==> src/hdl/sscd_pkg.sv <==
// shared types, constants and decode functions for the seven-segment clock
`timescale 1ns / 1ps

package sscd_pkg;

  localparam int NUM_DIGITS = 5;
  localparam int POS_W = 3;

  localparam logic [15:0] SLOTS_PER_SECOND_RESET = 16'd1155;

  localparam logic [4:0] HOURS_RESET = 5'd12;
  localparam logic [4:0] HOURS_LAST = 5'd23;
  localparam logic [4:0] HOURS_NOON = 5'd12;
  localparam logic [5:0] MINUTES_LAST = 6'd59;
  localparam logic [5:0] SECONDS_LAST = 6'd59;

  // display positions, left to right
  localparam logic [POS_W-1:0] POS_HOUR_TENS = 3'd0;
  localparam logic [POS_W-1:0] POS_HOUR_UNITS = 3'd1;
  localparam logic [POS_W-1:0] POS_MIN_TENS = 3'd2;
  localparam logic [POS_W-1:0] POS_MIN_UNITS = 3'd3;
  localparam logic [POS_W-1:0] POS_INDICATOR = 3'd4;

  localparam logic [6:0] SEG_P = 7'h73;
  localparam logic [6:0] SEG_A = 7'h77;
  localparam logic [6:0] SEG_UNDERSCORE = 7'h08;
  localparam logic [6:0] SEG_BLANK = 7'h00;

  typedef struct packed {
    logic set_hour;
    logic set_minute;
  } buttons_t;

  typedef struct packed {
    logic [4:0] hours;
    logic [5:0] minutes;
  } clock_value_t;

  function automatic logic [6:0] seg_digit(input logic [3:0] d);
    logic [6:0] s;
    unique case (d)
      4'd0: s = 7'h3F;
      4'd1: s = 7'h06;
      4'd2: s = 7'h5B;
      4'd3: s = 7'h4F;
      4'd4: s = 7'h66;
      4'd5: s = 7'h6D;
      4'd6: s = 7'h7D;
      4'd7: s = 7'h07;
      4'd8: s = 7'h7F;
      4'd9: s = 7'h67;
      default: s = SEG_BLANK;
    endcase
    return s;
  endfunction

  // tens digit of a value below 60
  function automatic logic [3:0] dec_tens(input logic [5:0] v);
    logic [3:0] t;
    priority if (v >= 6'd50) t = 4'd5;
    else if (v >= 6'd40) t = 4'd4;
    else if (v >= 6'd30) t = 4'd3;
    else if (v >= 6'd20) t = 4'd2;
    else if (v >= 6'd10) t = 4'd1;
    else t = 4'd0;
    return t;
  endfunction

  function automatic logic [3:0] dec_units(input logic [5:0] v);
    logic [5:0] diff;
    diff = v - 6'({2'b00, dec_tens(v)} * 6'd10);
    return diff[3:0];
  endfunction

endpackage

==> src/hdl/sscd_timekeeper.sv <==
// slot counter, seconds, minutes and hours with button setting
`timescale 1ns / 1ps

module sscd_timekeeper (
  input  logic                  clk,
  input  logic                  rst_n,
  input  logic                  advance,
  input  sscd_pkg::buttons_t    buttons,
  input  logic [15:0]           slots_per_second,
  output sscd_pkg::clock_value_t now
);

  logic [15:0] slot_r, slot_nxt;
  logic [5:0]  sec_r, sec_nxt;
  logic [5:0]  min_r, min_nxt;
  logic [4:0]  hour_r, hour_nxt;

  logic [16:0] slot_inc;
  logic [16:0] limit;
  logic        tick;
  logic [4:0]  hour_btn;
  logic [5:0]  min_btn;

  assign slot_inc = {1'b0, slot_r} + 17'd1;
  assign limit = (slots_per_second == 16'd0) ? 17'd1 : {1'b0, slots_per_second};
  assign tick = (slot_inc >= limit);

  always_comb begin
    // button step first, no carry
    hour_btn = hour_r;
    min_btn = min_r;
    if (buttons.set_hour) begin
      hour_btn = (hour_r == sscd_pkg::HOURS_LAST) ? 5'd0 : hour_r + 5'd1;
    end else if (buttons.set_minute) begin
      min_btn = (min_r == sscd_pkg::MINUTES_LAST) ? 6'd0 : min_r + 6'd1;
    end

    slot_nxt = slot_r;
    sec_nxt = sec_r;
    min_nxt = min_r;
    hour_nxt = hour_r;
    if (advance) begin
      if (tick) begin
        slot_nxt = 16'd0;
        hour_nxt = hour_btn;
        min_nxt = min_btn;
        if (sec_r == sscd_pkg::SECONDS_LAST) begin
          sec_nxt = 6'd0;
          if (min_btn == sscd_pkg::MINUTES_LAST) begin
            min_nxt = 6'd0;
            hour_nxt = (hour_btn == sscd_pkg::HOURS_LAST) ? 5'd0 : hour_btn + 5'd1;
          end else begin
            min_nxt = min_btn + 6'd1;
          end
        end else begin
          sec_nxt = sec_r + 6'd1;
        end
      end else begin
        slot_nxt = slot_inc[15:0];
      end
    end
  end

  always_ff @(posedge clk) begin
    if (!rst_n) begin
      slot_r <= 16'd0;
      sec_r <= 6'd0;
      min_r <= 6'd0;
      hour_r <= sscd_pkg::HOURS_RESET;
    end else begin
      slot_r <= slot_nxt;
      sec_r <= sec_nxt;
      min_r <= min_nxt;
      hour_r <= hour_nxt;
    end
  end

  assign now.hours = hour_r;
  assign now.minutes = min_r;

  a_time_in_range: assert property (@(posedge clk) disable iff (!rst_n)
    (hour_r <= sscd_pkg::HOURS_LAST) && (min_r <= sscd_pkg::MINUTES_LAST) &&
    (sec_r <= sscd_pkg::SECONDS_LAST))
    else $error("clock count out of range");

  a_second_carry: assert property (@(posedge clk) disable iff (!rst_n)
    (advance && tick && sec_r == sscd_pkg::SECONDS_LAST) |=> (sec_r == 6'd0))
    else $error("seconds did not wrap");

endmodule

==> src/hdl/sscd_display.sv <==
// scan position counter and segment pattern decode
`timescale 1ns / 1ps

module sscd_display (
  input  logic                            clk,
  input  logic                            rst_n,
  input  logic                            advance,
  input  logic                            twelve_hour,
  input  sscd_pkg::clock_value_t          now,
  output logic [6:0]                      segments,
  output logic [sscd_pkg::NUM_DIGITS-1:0] digit_select
);

  logic [sscd_pkg::POS_W-1:0] pos_r, pos_nxt;
  logic [4:0] shown_h;
  logic [4:0] h_mod12;
  logic       pm;

  assign pm = (now.hours >= sscd_pkg::HOURS_NOON);
  assign h_mod12 = pm ? now.hours - sscd_pkg::HOURS_NOON : now.hours;

  always_comb begin
    if (twelve_hour) begin
      shown_h = (h_mod12 == 5'd0) ? sscd_pkg::HOURS_NOON : h_mod12;
    end else begin
      shown_h = now.hours;
    end
  end

  always_comb begin
    unique case (pos_r)
      sscd_pkg::POS_HOUR_TENS: begin
        segments = sscd_pkg::seg_digit(sscd_pkg::dec_tens({1'b0, shown_h}));
        digit_select = 5'b10000;
      end
      sscd_pkg::POS_HOUR_UNITS: begin
        segments = sscd_pkg::seg_digit(sscd_pkg::dec_units({1'b0, shown_h}));
        digit_select = 5'b01000;
      end
      sscd_pkg::POS_MIN_TENS: begin
        segments = sscd_pkg::seg_digit(sscd_pkg::dec_tens(now.minutes));
        digit_select = 5'b00100;
      end
      sscd_pkg::POS_MIN_UNITS: begin
        segments = sscd_pkg::seg_digit(sscd_pkg::dec_units(now.minutes));
        digit_select = 5'b00010;
      end
      sscd_pkg::POS_INDICATOR: begin
        if (!twelve_hour) segments = sscd_pkg::SEG_UNDERSCORE;
        else segments = pm ? sscd_pkg::SEG_P : sscd_pkg::SEG_A;
        digit_select = 5'b00001;
      end
      default: begin
        segments = sscd_pkg::SEG_BLANK;
        digit_select = 5'b10000;
      end
    endcase
  end

  always_comb begin
    pos_nxt = pos_r;
    if (advance) begin
      pos_nxt = (pos_r == sscd_pkg::POS_INDICATOR) ? sscd_pkg::POS_HOUR_TENS
                                                   : pos_r + 3'd1;
    end
  end

  always_ff @(posedge clk) begin
    if (!rst_n) begin
      pos_r <= sscd_pkg::POS_HOUR_TENS;
    end else begin
      pos_r <= pos_nxt;
    end
  end

  a_pos_in_range: assert property (@(posedge clk) disable iff (!rst_n)
    pos_r <= sscd_pkg::POS_INDICATOR)
    else $error("scan position out of range");

endmodule

==> src/hdl/seven_segment_clock_display.sv <==
// top level of the multiplexed seven-segment time-of-day clock
`timescale 1ns / 1ps

// Each input word is one display scan slot carrying the hour and minute button
// levels and the 12/24-hour mode. The block answers every slot with one output
// word: the segment pattern and one-hot strobe of the position being scanned
// (hour tens, hour units, minute tens, minute units, then the AM/PM or
// underscore indicator), plus the hour and minute counts as they stood before
// that slot. A slot counter makes a second every cfg_slots_per_second slots
// (zero behaves as one); buttons are sampled on that second, hour first. After
// reset the time is 12:00:00 and the register holds 1155. The block takes one
// word per clock while the output does not stall; each word sits in the input
// register, then makes a single pass through the counters and the digit decode
// into the output register. A stalled output holds the input register, so
// in_ready drops only while both registers are full and out_ready is low. The
// register port is always ready; write it only while no word is in flight.

module seven_segment_clock_display (
  input  logic                            clk,
  input  logic                            rst_n,
  // scan slot words
  input  logic                            in_valid,
  output logic                            in_ready,
  input  logic                            in_set_hour,
  input  logic                            in_set_minute,
  input  logic                            in_twelve_hour,
  // display words
  output logic                            out_valid,
  input  logic                            out_ready,
  output logic [6:0]                      out_segments,
  output logic [sscd_pkg::NUM_DIGITS-1:0] out_digit_select,
  output logic [4:0]                      out_hours_now,
  output logic [5:0]                      out_minutes_now,
  // register write
  input  logic                            cfg_valid,
  output logic                            cfg_ready,
  input  logic [15:0]                     cfg_slots_per_second
);

  logic [15:0] spr_r;

  // input register
  logic in_valid_r;
  sscd_pkg::buttons_t btn_r;
  logic twelve_r;

  // output register
  logic out_valid_r;
  logic [6:0] seg_r;
  logic [sscd_pkg::NUM_DIGITS-1:0] sel_r;
  logic [4:0] hours_r;
  logic [5:0] minutes_r;

  logic advance;
  sscd_pkg::clock_value_t now;
  logic [6:0] seg_c;
  logic [sscd_pkg::NUM_DIGITS-1:0] sel_c;

  // the stage moves when a word is held and the output slot is free or leaving
  assign advance = in_valid_r && (!out_valid_r || out_ready);
  assign in_ready = !in_valid_r || advance;
  assign cfg_ready = 1'b1;

  always_ff @(posedge clk) begin
    if (!rst_n) begin
      spr_r <= sscd_pkg::SLOTS_PER_SECOND_RESET;
    end else if (cfg_valid) begin
      spr_r <= cfg_slots_per_second;
    end
  end

  always_ff @(posedge clk) begin
    if (!rst_n) begin
      in_valid_r <= 1'b0;
    end else if (in_ready) begin
      in_valid_r <= in_valid;
    end
  end

  always_ff @(posedge clk) begin
    if (in_valid && in_ready) begin
      btn_r.set_hour <= in_set_hour;
      btn_r.set_minute <= in_set_minute;
      twelve_r <= in_twelve_hour;
    end
  end

  sscd_timekeeper u_timekeeper (
    .clk              (clk),
    .rst_n            (rst_n),
    .advance          (advance),
    .buttons          (btn_r),
    .slots_per_second (spr_r),
    .now              (now)
  );

  sscd_display u_display (
    .clk          (clk),
    .rst_n        (rst_n),
    .advance      (advance),
    .twelve_hour  (twelve_r),
    .now          (now),
    .segments     (seg_c),
    .digit_select (sel_c)
  );

  always_ff @(posedge clk) begin
    if (!rst_n) begin
      out_valid_r <= 1'b0;
    end else if (advance) begin
      out_valid_r <= 1'b1;
    end else if (out_ready) begin
      out_valid_r <= 1'b0;
    end
  end

  // counts are captured before this slot's update lands
  always_ff @(posedge clk) begin
    if (advance) begin
      seg_r <= seg_c;
      sel_r <= sel_c;
      hours_r <= now.hours;
      minutes_r <= now.minutes;
    end
  end

  assign out_valid = out_valid_r;
  assign out_segments = seg_r;
  assign out_digit_select = sel_r;
  assign out_hours_now = hours_r;
  assign out_minutes_now = minutes_r;

  a_strobe_onehot: assert property (@(posedge clk) disable iff (!rst_n)
    out_valid_r |-> $onehot(sel_r))
    else $error("digit strobe not one-hot");

  a_full_stall: assert property (@(posedge clk) disable iff (!rst_n)
    (in_valid_r && out_valid_r && !out_ready) |-> (!in_ready && !advance))
    else $error("word taken while both registers are full");

endmodule
==> config.mk <==
export PLATFORM = sky130hd
export DESIGN_NAME = seven_segment_clock_display
export DESIGN_NICKNAME = d
export VERILOG_FILES = /design/src/hdl/sscd_pkg.sv /design/src/hdl/sscd_timekeeper.sv /design/src/hdl/sscd_display.sv /design/src/hdl/seven_segment_clock_display.sv
export SDC_FILE = /design/constraint.sdc
export NUM_CORES = 1
export LEC_CHECK = 0
export BUFFER_PORTS_ARGS = -buffer_cell sky130_fd_sc_hd__buf_2
export CAP_MARGIN = 10
export CORE_ASPECT_RATIO = 1.75
export CORE_MARGIN = 8
export CORE_UTILIZATION = 35
export DETAILED_ROUTE_END_ITERATION = 12
export GPL_TIMING_DRIVEN = 0
export SLEW_MARGIN = 40
export SYNTH_ARGS = -nofsm -noshare
export SYNTH_HDL_FRONTEND = slang
export SYNTH_HIERARCHICAL = 1
export SYNTH_SLANG_ARGS = --single-unit
==> constraint.sdc <==
create_clock -name clk -period 5.9 [get_ports clk]
set_clock_uncertainty 0.05 [all_clocks]
set_input_delay 0.59 -clock clk [delete_from_list [all_inputs] [get_ports clk]]
set_output_delay 0.59 -clock clk [all_outputs]
set_load 0.02 [all_outputs]
== Yosys cells after proc, flatten, opt, wreduce, memory -nomap -nowiden ==
Memories as Yosys holds them, arrays and structs flattened.
Cells that the tools add are included.

* Multiply operators: 2
* Reduce and logical (&&, ||, !) cells: 11
* Mux-type cells: 37
* Equality and inequality tests: 9
* Bitwise gates (word level): 0
* Shift operators: 0
* Div/mod/pow operators: 0
* Add/sub/neg operators: 10
* Order comparisons: 12

{| class="wikitable"
|+ Operator list
! kind !! number
|-
| $mux 4 || 12
|-
| $mux 5 || 8
|-
| $mux 6 || 6
|-
| $pmux 7 s5 || 1
|-
| $mux 16 || 2
|-
| $pmux 5 s4 || 1
|-
| $add 6x1->6 const B || 3
|-
| $eq 6x6->1 const B || 3
|-
| $add 16x1->17 const B || 1
|-
| $ge 17x17->1 || 1
|-
| $logic_not 16->1 || 1
|-
| $ge 5x6->1 const B || 2
|-
| $ge 6x5->1 const B || 2
|-
| $ge 6x6->1 const B || 2
|-
| $add 5x1->5 const B || 2
|-
| $eq 5x5->1 const B || 2
|-
| $ge 5x4->1 const B || 2
|-
| $ge 5x5->1 const B || 2
|-
| $mul 4x3->3 const B || 2
|-
| $sub 4x4->4 || 2
|-
| $mux 7 || 1
|-
| $eq 3x2->1 const B || 2
|-
| $ge 6x4->1 const B || 1
|-
| $mux 3 || 2
|-
| 12 further kinds || 18
|}

* Flip-flop bits (word level): 80
* Word-level logic and storage cells: 100
* Output and inout port bits: 26
* Memory bits (writable): 0
* Memories kept: 4
* Bits in latches: 0
* Input bits: 24
* ROM bits: 448

{| class="wikitable"
|+ Memory list
! name !! depth !! bits a word !! rd ports !! clocked after Yosys merged registers in !! write ports !! RTL line !! source
|-
| (name not given) || 16 || 7 || 1 || 0 || 0 || sscd_pkg.sv:41 || <nowiki>unique case (d)</nowiki>
|-
| (name not given) || 16 || 7 || 1 || 0 || 0 || sscd_pkg.sv:41 ||
|-
| (name not given) || 16 || 7 || 1 || 0 || 0 || sscd_pkg.sv:41 ||
|-
| (name not given) || 16 || 7 || 1 || 0 || 0 || sscd_pkg.sv:41 ||
|}

== Logic depth before layout (Yosys ltp) ==
Gate-level depths: netlist of run 1.
An unclocked memory read counts as a cell.

* Depth in word-level cells: 16
* Mapped depth: 16
* Mapped depth without buffers: 14

== Cells and area by module ==
Netlist of run 1, hierarchy kept.

{| class="wikitable"
|+ By module, submodules not included
! module !! seq. area each (um^2) !! cells an instance !! area each (um^2) !! instances
|-
| sscd_timekeeper || 660.6 || 389 || 3019.1 || 1
|-
| sscd_display || 60.1 || 205 || 1490.2 || 1
|-
| seven_segment_clock_display || 1141.1 || 88 || 1482.7 || 1
|}

== Worst setup path before layout of run 1 ==
No wires, ideal clock.

* Kind: reg2reg
* From: register u_timekeeper.hour_r[3]
* To: register seg_r[1], in the netlist out_segments[1], data pin
* Setup slack: 1.993 ns
* Required time: 5.591 ns
* Buffers on the path: 2
* Cell stages (with the launch flop): 16
* Clock period less this slack: 3.907 ns
* Setup time: 0.259 ns
* Arrival: 3.598 ns
* Cell sequence: dfxtp_1 -> ha_1 -> buf_6 -> or3b_4 -> a221oi_1 -> or3_1 -> buf_2 -> o2111ai_1 -> a21boi_0 -> ha_1 -> fa_1 -> mux2i_1 -> o221a_1 -> o311ai_4 -> o211a_1 -> a211o_1

* Cells in the longest elaborated chain, start to end: 16
* Elaborated cells between the ends (all ways): 23
* Classes of those cells: add/sub: 2; mul: 1; order compare: 6; mux: 11; reduce/logical: 1; memory: 2

{| class="wikitable"
|+ RTL lines
! item !! RTL line !! source
|-
| from (decl) || sscd_timekeeper.sv:16 || <nowiki>logic [4:0] hour_r, hour_nxt;</nowiki>
|-
| from (signal assigned) || sscd_timekeeper.sv:69 || <nowiki>hour_r <= sscd_pkg::HOURS_RESET;</nowiki>
|-
| from (signal assigned) || sscd_timekeeper.sv:74 || <nowiki>hour_r <= hour_nxt;</nowiki>
|-
| $sub 5x4->5 or $ge 5x4->1 (tied branches) || sscd_display.sv:20, sscd_display.sv:19 ||
|-
| $mux 5 || sscd_display.sv:20 || <nowiki>assign h_mod12 = pm ? now.hours - sscd_pkg::HOURS_NOON : now.hours;</nowiki>
|-
| $logic_not 5->1 || sscd_display.sv:24 || <nowiki>shown_h = (h_mod12 == 5'd0) ? sscd_pkg::HOURS_NOON : h_mod12;</nowiki>
|-
| $mux 5 || sscd_display.sv:24 ||
|-
| $mux 5 (*) || sscd_display.sv:23 || <nowiki>if (twelve_hour) begin</nowiki>
|-
| $ge 5x4->1 || sscd_pkg.sv:64 || <nowiki>else if (v >= 6'd10) t = 4'd1;</nowiki>
|-
| $mux 1 || sscd_pkg.sv:64 ||
|-
| $mux 4 || sscd_pkg.sv:63 || <nowiki>else if (v >= 6'd20) t = 4'd2;</nowiki>
|-
| $mux 4 || sscd_pkg.sv:62 || <nowiki>else if (v >= 6'd30) t = 4'd3;</nowiki>
|-
| $mux 4 || sscd_pkg.sv:61 || <nowiki>else if (v >= 6'd40) t = 4'd4;</nowiki>
|-
| $mux 4 || sscd_pkg.sv:60 || <nowiki>priority if (v >= 6'd50) t = 4'd5;</nowiki>
|-
| $mux 4 || sscd_display.sv:31 || <nowiki>unique case (pos_r)</nowiki>
|-
| $mul 4x3->3 || sscd_pkg.sv:71 || <nowiki>diff = v - 6'({2'b00, dec_tens(v)} * 6'd10);</nowiki>
|-
| $sub 4x4->4 || sscd_pkg.sv:71 ||
|-
| $mem_v2 16x7 || - ||
|-
| $pmux 7 s5 (*) || sscd_display.sv:31 ||
|-
| via seg_c[1] || seven_segment_clock_display.sv:56 || <nowiki>logic [6:0] seg_c;</nowiki>
|-
| to (signal assigned) || seven_segment_clock_display.sv:120 || <nowiki>seg_r <= seg_c;</nowiki>
|-
| to (decl) || seven_segment_clock_display.sv:49 || <nowiki>logic [6:0] seg_r;</nowiki>
|}

The timed path passes the listed nets; every way through them passes the cells marked *. The select of a mux whose other input is x is not followed.
A chain may end at the register's enable or synchronous reset.

== Worst setup path after layout of run 1 ==
* From: register u_timekeeper.slot_r[2]
* To: register u_timekeeper.slot_r[15]

* Cells in the longest elaborated chain, start to end: 3

{| class="wikitable"
|+ RTL lines
! item !! RTL line !! source
|-
| from (decl) || sscd_timekeeper.sv:13 || <nowiki>logic [15:0] slot_r, slot_nxt;</nowiki>
|-
| from (signal assigned) || sscd_timekeeper.sv:71 || <nowiki>slot_r <= slot_nxt;</nowiki>
|-
| $add 16x1->17 (*) || sscd_timekeeper.sv:24 || <nowiki>assign slot_inc = {1'b0, slot_r} + 17'd1;</nowiki>
|-
| $ge 17x17->1 || sscd_timekeeper.sv:26 || <nowiki>assign tick = (slot_inc >= limit);</nowiki>
|-
| $mux 16 (*) || sscd_timekeeper.sv:43 || <nowiki>if (tick) begin</nowiki>
|}

Every way passes the cells marked *; elsewhere a longest branch is shown, timed or not.

==> results, run 1 <==
- The die is 115 um wide.
- The fraction of final layout cells sized beyond drive strength 1 is 13.4%.
- The maximum operating frequency is 0.213 GHz.
- The power density of the placed cells is 221 mW/mm^2.
- The pre-antenna-repair detailed-routing pass consisted of 4 iterations.
- Setup repair after global routing left no endpoint under its margin.
- The worst IR drop on VDD is 0.136 mV.
- Dividing the final minimum period by the clock period gives between 70% and 80%.
- The worst setup path is captured at a register.
- In this run, synthesis produced a sequential element count of 80.
- The critical path class is reg -> reg.
- The final total negative setup slack is 0 ns.
- The residual overflow from global routing is 0.
- The finished layout holds a little under 1,000 standard cells, fillers aside.
- The H-tree depth reported by CTS is 3.
- The number of hold violations in the final report is 0.
- Buffers inserted during clock tree synthesis total 9.
- TritonCTS built the clock tree.
- The number of port buffers is 47.
- The buffer type at the clock tree root is sky130_fd_sc_hd__clkbuf_16.
- The transition time at the pin with the least slew margin is ~0.69 ns.
- Cells fill 40.7% of the core in the end.
- 0 antenna diodes ended up in the layout.
- In the routed layout, each cell is associated on average with a via count of 5.54.
- The initialized floorplan defines 63 standard-cell rows.
- The number of resized instances in the post-cts repair step is 0.
- The first global-routing pass estimated 26,500 um of wire.
- Sequential cells burn 40.2% of the power.
- The internal power of the cells totals 1.09 mW.
- In this run the remaining antenna-violating nets after routing total 0.
- The clock passes through at most 2 buffers.
- The number of buffers inserted to repair setup after CTS is 0.
- The count of yosys warnings during synthesis is 6.
- Entering global routing, the biggest net connects 21 pins.
- The post-synth net total is 753.
- The die boundary height is 189 um.
- In this run, synthesis inferred 26 flip-flops with an integrated enable.
- The global-route usage over all layers is ~15%.
- The sort of element at the start of the critical path is a register.
- The synthesis-to-layout area growth is 14.5%.
- The die outline area is 0.0217 sq mm.
- Detailed placement finished with a half-perimeter wire length of roughly 13,000 um.
- The most used flip-flop cell after synthesis is sky130_fd_sc_hd__dfxtp_1.
- The tree built by TritonCTS fans out to 80 sinks.
- Data on the critical path is required at its endpoint by 6.13 ns.
- Summing every instance area after synthesis gives 0.00599 sq mm.
- The average instance in the mapped netlist occupies between 8 and 9 sq um.
- In this run the power spent charging and discharging nets is 0.425 mW.
- After synthesis, the share of flip-flops with an asynchronous set or reset is 0%.
- The initial antenna violation count was 0.
- The number of DRC markers after the initial detailed-route iteration is 228.
- Wires add up to 16,200 um.
- Including well taps, the total number of placed cells is 957.
- The number of top-level pins is 50.
- The highest net fanout along the worst path is 10.
- The count of pins over their slew limit is 0.
- The via count of the first global-routing pass is 5,456.
- The region available for standard cell placement spans 0.0169 sq mm.
- The min-delay analysis places its worst path in the category in -> reg.
- The clock network is responsible for between 30 and 40% of the overall power.
- Combinational cells account for 20.6% of the total power.
- The final net count is 813.
- Counting every instance in the synthesized netlist gives 682.
- The run finished with clean final reports.
- The routed wire length per instance is 16.6 um.
- Data on the critical path arrives at its endpoint at 4.92 ns.
- The number of remaining DRC errors is 0.
- The clock transition at the registers of the reported paths is 0.07 ns.
- The initial utilization of the core area, before any placement, comes to 35.5%.
- Setup violations remaining at the end of the flow were counted as 0.
- The clock latency reported for the late side of the worst-skew pair is 0.34 ns.
- The sequential area share after synthesis is 31.1%.
- The relative max-transition margin is 53.2%.
- Net switching is between 20% and 30% of the power.
- The via count is roughly 5,400.
- The reported leakage power is around 2.8 nW.
- The tool flagged a number of max-cap violations equal to 0.
- In this run, distinct cell masters in the synthesized netlist total 87.
- In this run, post-CTS hold repair placed 0 buffers.
- The smallest clock period supported by the final layout is computed as 4.70 ns.
- The last weighted congestion value of the routability-driven placer is 0.881.
-- power by group through the flow --
stage	combinational (mW)	sequential, mW	clock, mW
2_1_floorplan	0.222	0.633	0
3_3_place_gp	0.307	0.622	0
3_5_place_dp	0.311	0.622	0
4_1_cts	0.312	0.610	0.613
5_1_grt	0.346	0.613	0.626
6_report	0.312	0.610	0.594
-- cell type report --
type	instances	area, sq um
Multi-Input combinational cell	515	3770
Sequential cell	80	1860
Buffer	38	194
Timing Repair Buffer	49	255
Clock buffer	10	229
Clock inverter	6	83.8
Tap cell	227	284
Inverter	49	184
Fill cell	1815	10000
-- Yosys cell counts, types with 4 or more instances --
| cell | n | area share [%] |
|---|---|---|
| sky130_fd_sc_hd__a211o_1 | 5 | 0.73 |
| sky130_fd_sc_hd__a211oi_1 | 5 | 0.63 |
| sky130_fd_sc_hd__a21boi_0 | 6 | 0.75 |
| sky130_fd_sc_hd__a21o_1 | 6 | 0.75 |
| sky130_fd_sc_hd__a21oi_1 | 29 | 2.4 |
| sky130_fd_sc_hd__a221o_1 | 5 | 0.84 |
| sky130_fd_sc_hd__a22o_1 | 9 | 1.3 |
| sky130_fd_sc_hd__a311o_1 | 4 | 0.67 |
| sky130_fd_sc_hd__a31oi_1 | 7 | 0.73 |
| sky130_fd_sc_hd__a41o_1 | 11 | 1.8 |
| sky130_fd_sc_hd__and3_1 | 11 | 1.1 |
| sky130_fd_sc_hd__buf_2 | 7 | 0.58 |
| sky130_fd_sc_hd__clkbuf_1 | 26 | 1.6 |
| sky130_fd_sc_hd__dfxtp_1 | 54 | 18 |
| sky130_fd_sc_hd__edfxtp_1 | 26 | 13 |
| sky130_fd_sc_hd__ha_1 | 45 | 9.4 |
| sky130_fd_sc_hd__inv_1 | 49 | 3.1 |
| sky130_fd_sc_hd__mux2i_1 | 24 | 4.0 |
| sky130_fd_sc_hd__nand2_1 | 66 | 4.1 |
| sky130_fd_sc_hd__nand2b_1 | 11 | 1.1 |
| sky130_fd_sc_hd__nand3_1 | 22 | 1.8 |
| sky130_fd_sc_hd__nand3b_1 | 5 | 0.63 |
| sky130_fd_sc_hd__nand4_1 | 12 | 1.3 |
| sky130_fd_sc_hd__nand4b_1 | 5 | 0.73 |
| sky130_fd_sc_hd__nor2_1 | 35 | 2.2 |
| sky130_fd_sc_hd__nor2b_1 | 24 | 2.5 |
| sky130_fd_sc_hd__nor3_1 | 11 | 0.92 |
| sky130_fd_sc_hd__nor4_1 | 13 | 1.4 |
| sky130_fd_sc_hd__o2111ai_1 | 4 | 0.58 |
| sky130_fd_sc_hd__o211ai_1 | 8 | 1.0 |
| sky130_fd_sc_hd__o21ai_0 | 20 | 1.7 |
| sky130_fd_sc_hd__o221a_2 | 5 | 0.94 |
| sky130_fd_sc_hd__o31a_1 | 4 | 0.58 |
| sky130_fd_sc_hd__o31ai_1 | 6 | 0.75 |
| sky130_fd_sc_hd__or3_1 | 7 | 0.73 |
| sky130_fd_sc_hd__xnor2_1 | 12 | 1.8 |
| sky130_fd_sc_hd__xor2_1 | 7 | 1.0 |
-- layout by cell type, fill, tap and decap left out, types with 12 or more instances in the layout --
cell	synthesis	routed
sky130_fd_sc_hd__nor2_1	35	35
sky130_fd_sc_hd__nand2_1	66	66
sky130_fd_sc_hd__ha_1	45	45
sky130_fd_sc_hd__nand4_1	12	12
sky130_fd_sc_hd__dfxtp_1	54	54
sky130_fd_sc_hd__nor2b_1	24	23
sky130_fd_sc_hd__a21oi_1	29	29
sky130_fd_sc_hd__clkbuf_1	26	27
sky130_fd_sc_hd__o21ai_0	20	20
sky130_fd_sc_hd__xnor2_1	12	12
sky130_fd_sc_hd__nor4_1	13	13
sky130_fd_sc_hd__buf_2	7	54
sky130_fd_sc_hd__inv_1	49	49
sky130_fd_sc_hd__nand3_1	22	22
sky130_fd_sc_hd__edfxtp_1	26	26
sky130_fd_sc_hd__mux2i_1	24	24
-- sequential cells by signal (all words and copies together) (netlist names), 2 cells and up --
signal,cells
btn_r,2
out_digit_select,5
out_hours_now,5
out_minutes_now,6
out_segments,7
spr_r,16
u_display/pos_r,3
u_timekeeper/hour_r,5
u_timekeeper/min_r,6
u_timekeeper/sec_r,6
u_timekeeper/slot_r,16
-- cells by family (layout without fill, tap and decap cells) --
kind of cell | after synthesis | count (layout) | synth area share, %
fa+ha+maj | 48 | 48 | 10.2
compound gates | 178 | 178 | 23.6
buf+inv | 87 | 152 | 6.31
xor+xnor | 20 | 20 | 3.05
simple gates | 243 | 243 | 21.5
other cells | 1 | 1 | 0.0626
mux | 25 | 25 | 4.20
flops | 80 | 80 | 31.1
-- final timing paths --
kind,start,end,slack [ns],cells past startpoint
worst max register to register,u_timekeeper/slot_r[2]$_SDFFE_PN0P_,u_timekeeper/slot_r[15]$_SDFFE_PN0P_,1.20,13
worst max-delay path,u_timekeeper/slot_r[2]$_SDFFE_PN0P_,u_timekeeper/slot_r[15]$_SDFFE_PN0P_,1.20,13
worst min-delay path,in_twelve_hour,twelve_r$_DFFE_PP_,0.37,1
worst min register to register,u_timekeeper/min_r[3]$_SDFFE_PN0P_,out_minutes_now[3]$_DFFE_PP_,0.42,0
-- worst max-delay path: stages, from the launching register on --
cell and delay (ns):
sky130_fd_sc_hd__dfxtp_1 0.45, sky130_fd_sc_hd__nand3_2 0.17, sky130_fd_sc_hd__nor4_1 0.57, sky130_fd_sc_hd__and2_1 0.29
sky130_fd_sc_hd__nand4_1 0.18, sky130_fd_sc_hd__xnor2_1 0.18, sky130_fd_sc_hd__ha_1 0.32, sky130_fd_sc_hd__and3_1 0.19
sky130_fd_sc_hd__a221o_1 0.34, sky130_fd_sc_hd__a31oi_1 0.49, sky130_fd_sc_hd__nand2_1 0.14, sky130_fd_sc_hd__nor4_1 0.51
sky130_fd_sc_hd__clkbuf_1 0.51, sky130_fd_sc_hd__a22o_1 0.24
-- stage by stage --
step / instance area, sq um / power [mW] / hold WS, ns / worst slack, ns
after detailed placement: 6540 / 0.933 / 0.413 / 1.21
final: 6860 / 1.51 / 0.373 / 1.20
after floorplan: 5990 / 0.854 / 0.376 / 1.99
after CTS: 6860 / 1.53 / 0.363 / 1.19
after global routing: 6860 / 1.59 / 0.366 / 0.830
after global placement: 6510 / 0.929 / 0.405 / 0.692
-- routing by layer --
layer | GRT usage (%) | wire length (um) | vias up
li1 | - | - | 2668
met1 | 14.6 | 5920 | 2573
met2 | 30.6 | 9310 | 124
met3 | 1.72 | 477 | 29
met4 | 7.07 | 504 | 0
met5 | 0 | 0 | -
Power figures use the tool's default switching activity.
==> run 2, diff against run 1 <==
--- a/config.mk
+++ b/config.mk
@@ -5,6 +5,7 @@
 export SDC_FILE = /design/constraint.sdc
 export NUM_CORES = 1
 export LEC_CHECK = 0
+export ABC_AREA = 1
 export BUFFER_PORTS_ARGS = -buffer_cell sky130_fd_sc_hd__buf_2
 export CAP_MARGIN = 10
 export CORE_ASPECT_RATIO = 1.75
==> constraint.sdc (replaced) <==
create_clock -name clk -period 4.7 [get_ports clk]
set_clock_uncertainty 0.05 [all_clocks]
set_input_delay 0.47 -clock clk [delete_from_list [all_inputs] [get_ports clk]]
set_output_delay 0.47 -clock clk [all_outputs]
set_load 0.02 [all_outputs]
==> results, run 2 <==
- Run status: finished, final reports clean (unchanged).
- The final total negative setup slack is 0 ns (unchanged).
- The die outline area is 0.0209 sq mm (was 0.0217 sq mm).
- The total power is 1.61 mW (was 1.51 mW).
- The number of cells after detailed placement is 1,065 (was 957).
- The standard cell core area is 0.0162 sq mm (was 0.0169 sq mm).
- The number of instances in the synthesized netlist came to 824 (was 682).
- The number of flops mapped to enable cells by yosys was 26 (unchanged).
- The die boundary height came to 185 um (was 189 um).
- The kind of end point of the critical path is a register (unchanged).
- The count of pins over their slew limit was 0 (unchanged).
- The mean instance size in the synthesized netlist is 6.96 sq um (was 8.79 sq um).
- Ranking of synthesized cells by instance count: sky130_fd_sc_hd__nand2_1, sky130_fd_sc_hd__inv_1, sky130_fd_sc_hd__nor2_1 (was sky130_fd_sc_hd__nand2_1, sky130_fd_sc_hd__dfxtp_1, sky130_fd_sc_hd__inv_1).
- The detailed-routing iteration count for the pre-antenna-repair pass was 4 (unchanged).
- The worst IR drop on VDD is 0.196 mV (was 0.136 mV).
- The most common cell after layout, fill and taps aside is sky130_fd_sc_hd__nand2_1 (unchanged).
- The fraction of final layout cells sized beyond drive strength 1 is 13.5% (was 13.4%).
- The width of the die is 113 um (was 115 um).
- The transition time at the pin with the least slew margin is 0.555 ns (was 0.694 ns).
- The number of fill cells in the layout is 1,732 (was 1,815).
- The most frequent cell after synthesis is sky130_fd_sc_hd__nand2_1 (unchanged).
- The TritonCTS clock tree is built (unchanged).
- The ratio of routed vias to standard cells is 4.91 (was 5.54).
- The hold buffer count at CTS is 0 (unchanged).
- The count of yosys warnings during synthesis came to 6 (unchanged).
- Leading cell types by total area after synthesis: sky130_fd_sc_hd__dfxtp_1, sky130_fd_sc_hd__edfxtp_1, sky130_fd_sc_hd__nand2_1 (was sky130_fd_sc_hd__dfxtp_1, sky130_fd_sc_hd__edfxtp_1, sky130_fd_sc_hd__ha_1).
- The routed wire length per instance is 13.4 um (was 16.6 um).
- Unrepaired setup endpoints after global routing: no (unchanged).
- The fraction of synthesis flops using an asynchronous set or reset pin is 0% (unchanged).
- The global-route wire length before repair is 24,100 um (was 26,500 um).
- The slowest stage cell on the critical path was sky130_fd_sc_hd__fa_1 (was sky130_fd_sc_hd__nor4_1).
- The endpoint required time on the critical path is 4.73 ns (was 6.13 ns).
- The endpoint arrival time on the critical path came to 3.58 ns (was 4.92 ns).
- The number of sinks driven by the clock tree was 80 (unchanged).
- The post-synth net total came to 895 (was 753).
- The via count of the first global-routing pass is 5,212 (was 5,456).
- The post-route fraction of the period consumed by the critical path is 75.4% (was 79.6%).
- The highest net fanout along the worst path came to 12 (was 10).
- The floorplan row count is 62 (was 63).
- The non-filler instance count after layout was 1,081 (was 974).
- The CTS buffer count is 9 (unchanged).
- The number of buffers and inverters on the critical path is 1 (unchanged).
- The clock latency reported for the late side of the worst-skew pair came to 0.34 ns (about the same).
- The number of port buffers was 48 (was 47).
- The synthesis-to-layout area growth is 14.2% (was 14.5%).
- The sort of element at the start of the critical path is a register (unchanged).
- The clock transition at the registers of the reported paths came to 0.07 ns (about the same).
- The placed wire-length estimate after detailed placement was 11,600 um (was 12,600 um).
- The sequential area share after synthesis is 32.5% (was 31.1%).
- Cell Chain, Critical Path: ha_1, nand2_2, nand2_2, nand2_1, a21oi_1, nand2_2, nand2_4, nand2_2, nand3_1, nand2_1, ha_1, fa_1, inv_1, o21ai_0, nand3_1, nand3_1, nand2_1 (was nand3_2, nor4_1, and2_1, nand4_1, xnor2_1, ha_1, and3_1, a221o_1, a31oi_1, nand2_1, nor4_1, clkbuf_1, a22o_1).
- The final antenna diode count is 0 (unchanged).
- The most frequent cell on the critical path was sky130_fd_sc_hd__nand2_2 (was sky130_fd_sc_hd__nor4_1).
- The number of remaining DRC errors is 0 (unchanged).
- The reported leakage power is 3.02 nW (was 2.80 nW).
- The number of buffers on the longest clock path is 2 (unchanged).
- The area fraction of the dominant cell type after synthesis is 18.8% (was 18.0%).
- The number of buffers inserted to repair setup after CTS is 0 (unchanged).
- The buffer type at the clock tree root was sky130_fd_sc_hd__clkbuf_16 (unchanged).
- The final wirelength is 14,500 um (was 16,200 um).
- The final critical path time including I/O delays and setup is 3.54 ns (was 4.70 ns).
- The most area-hungry cell type in the Yosys netlist was sky130_fd_sc_hd__dfxtp_1 (unchanged).
- The power density of the placed cells was 246 mW/mm^2 (was 221 mW/mm^2).
- The initial antenna violation count is 0 (unchanged).
- The distinct cell type count after synthesis is 44 (was 87).
- The initial core utilization is 35.4% (was 35.5%).
- The largest net degree at the start of global routing is 21 (unchanged).
- The number of hold violations in the final report was 0 (unchanged).
- The relative max-transition margin is 63.0% (was 53.2%).
- The final net count was 955 (was 813).
- The post-route antenna net violation count was 0 (unchanged).
- The last weighted congestion value of the routability-driven placer came to 0.852 (was 0.881).
- The number of max-cap violations came to 0 (unchanged).
- The setup violation total in the final timing report is 0 (unchanged).
- The commonest register cell after synthesis is sky130_fd_sc_hd__dfxtp_1 (unchanged).
- The critical path class is reg -> reg (unchanged).
- The area of the mapped netlist is 0.00574 sq mm (was 0.00599 sq mm).
- The number of DRC markers after the initial detailed-route iteration is 183 (was 228).
- The number of top-level pins was 50 (unchanged).
- The number of resized instances in the post-cts repair step is 0 (unchanged).
- The delay of the slowest cell on the worst path is 0.61 ns (was 0.57 ns).
- The class of the tightest hold or removal check was in -> reg (unchanged).
- The global-route usage over all layers is 14.3% (was 15.2%).
- The residual overflow from global routing is 0 (unchanged).
- The maximum operating frequency is 0.282 GHz (was 0.213 GHz).
- The via count is 5,311 (was 5,394).
- The family with the most delay on the worst path is adder cells (was simple AND/OR/NAND/NOR gates).
- The post-synthesis sequential element count was 80 (unchanged).
- The H-tree depth reported by CTS is 3 (unchanged).
- Top library cells by usage in the layout, fill and taps aside: sky130_fd_sc_hd__nand2_1, sky130_fd_sc_hd__inv_1, sky130_fd_sc_hd__nor2_1 (was sky130_fd_sc_hd__nand2_1, sky130_fd_sc_hd__buf_2, sky130_fd_sc_hd__dfxtp_1).
[run 2: logic make-up after synthesis]
group	Yosys count	synth area share, %
xor gates and xnor gates	11	1.68
adders and majority gates	47	10.5
and+or+nand+nor	447	35.6
DFF	80	32.5
AOI/OAI and AO/OA	97	9.62
other	1	0.0654
buffers and inverters	141	10.0
[run 2: layer usage]
layer / global-route usage (%) / part of all wire (%) / up-vias
met2: 30.2 / 59 / 75
li1: - / - / 2794
met5: 0 / 0 / -
met1: 12.7 / 35 / 2415
met3: 2.15 / 2.6 / 27
met4: 5.86 / 3.0 / 0
[run 2: final timing paths]
path | depth (start not counted) | slack, ns | end | start
max | 17 | 1.16 | out_segments[5]$_DFFE_PP_ | u_timekeeper/hour_r[2]$_SDFFE_PN1P_
min | 1 | 0.25 | twelve_r$_DFFE_PP_ | in_twelve_hour
max reg2reg | 17 | 1.16 | out_segments[5]$_DFFE_PP_ | u_timekeeper/hour_r[2]$_SDFFE_PN1P_
min reg2reg | 2 | 0.44 | spr_r[1]$_SDFFE_PN1P_ | spr_r[1]$_SDFFE_PN1P_
[run 2: metrics by stage]
step | area, sq um | hold slack, ns | setup slack [ns] | utilization [%]
floorplan | 5740 | 0.397 | 1.62 | -
global placement | 6220 | 0.413 | 0.488 | 38.3
detailed placement | 6240 | 0.429 | 1.19 | 38.5
CTS | 6550 | 0.247 | 1.18 | 40.4
global route | 6550 | 0.246 | 0.804 | 40.4
finish | 6550 | 0.254 | 1.16 | 40.4
[run 2: area by class of cell]
class                   instances  area [sq um]  share of cell area [%]
plain buffers                  20           119                    1.81
flip-flops and latches         80          1860                    28.4
multi-input cells             603          3310                    50.5
well taps                     192           240                    3.67
clock inverters                 5          45.0                   0.688
inverters                     121           457                    6.97
clock buffers                  11           264                    4.03
repair buffers                 49           255                    3.90
[run 2: power breakdown]
group | switching, mW | internal [mW] | total (mW)
registers | 0.0145 | 0.737 | 0.751
clock network | 0.315 | 0.413 | 0.728
logic | 0.0875 | 0.0478 | 0.135
total | 0.417 | 1.20 | 1.61
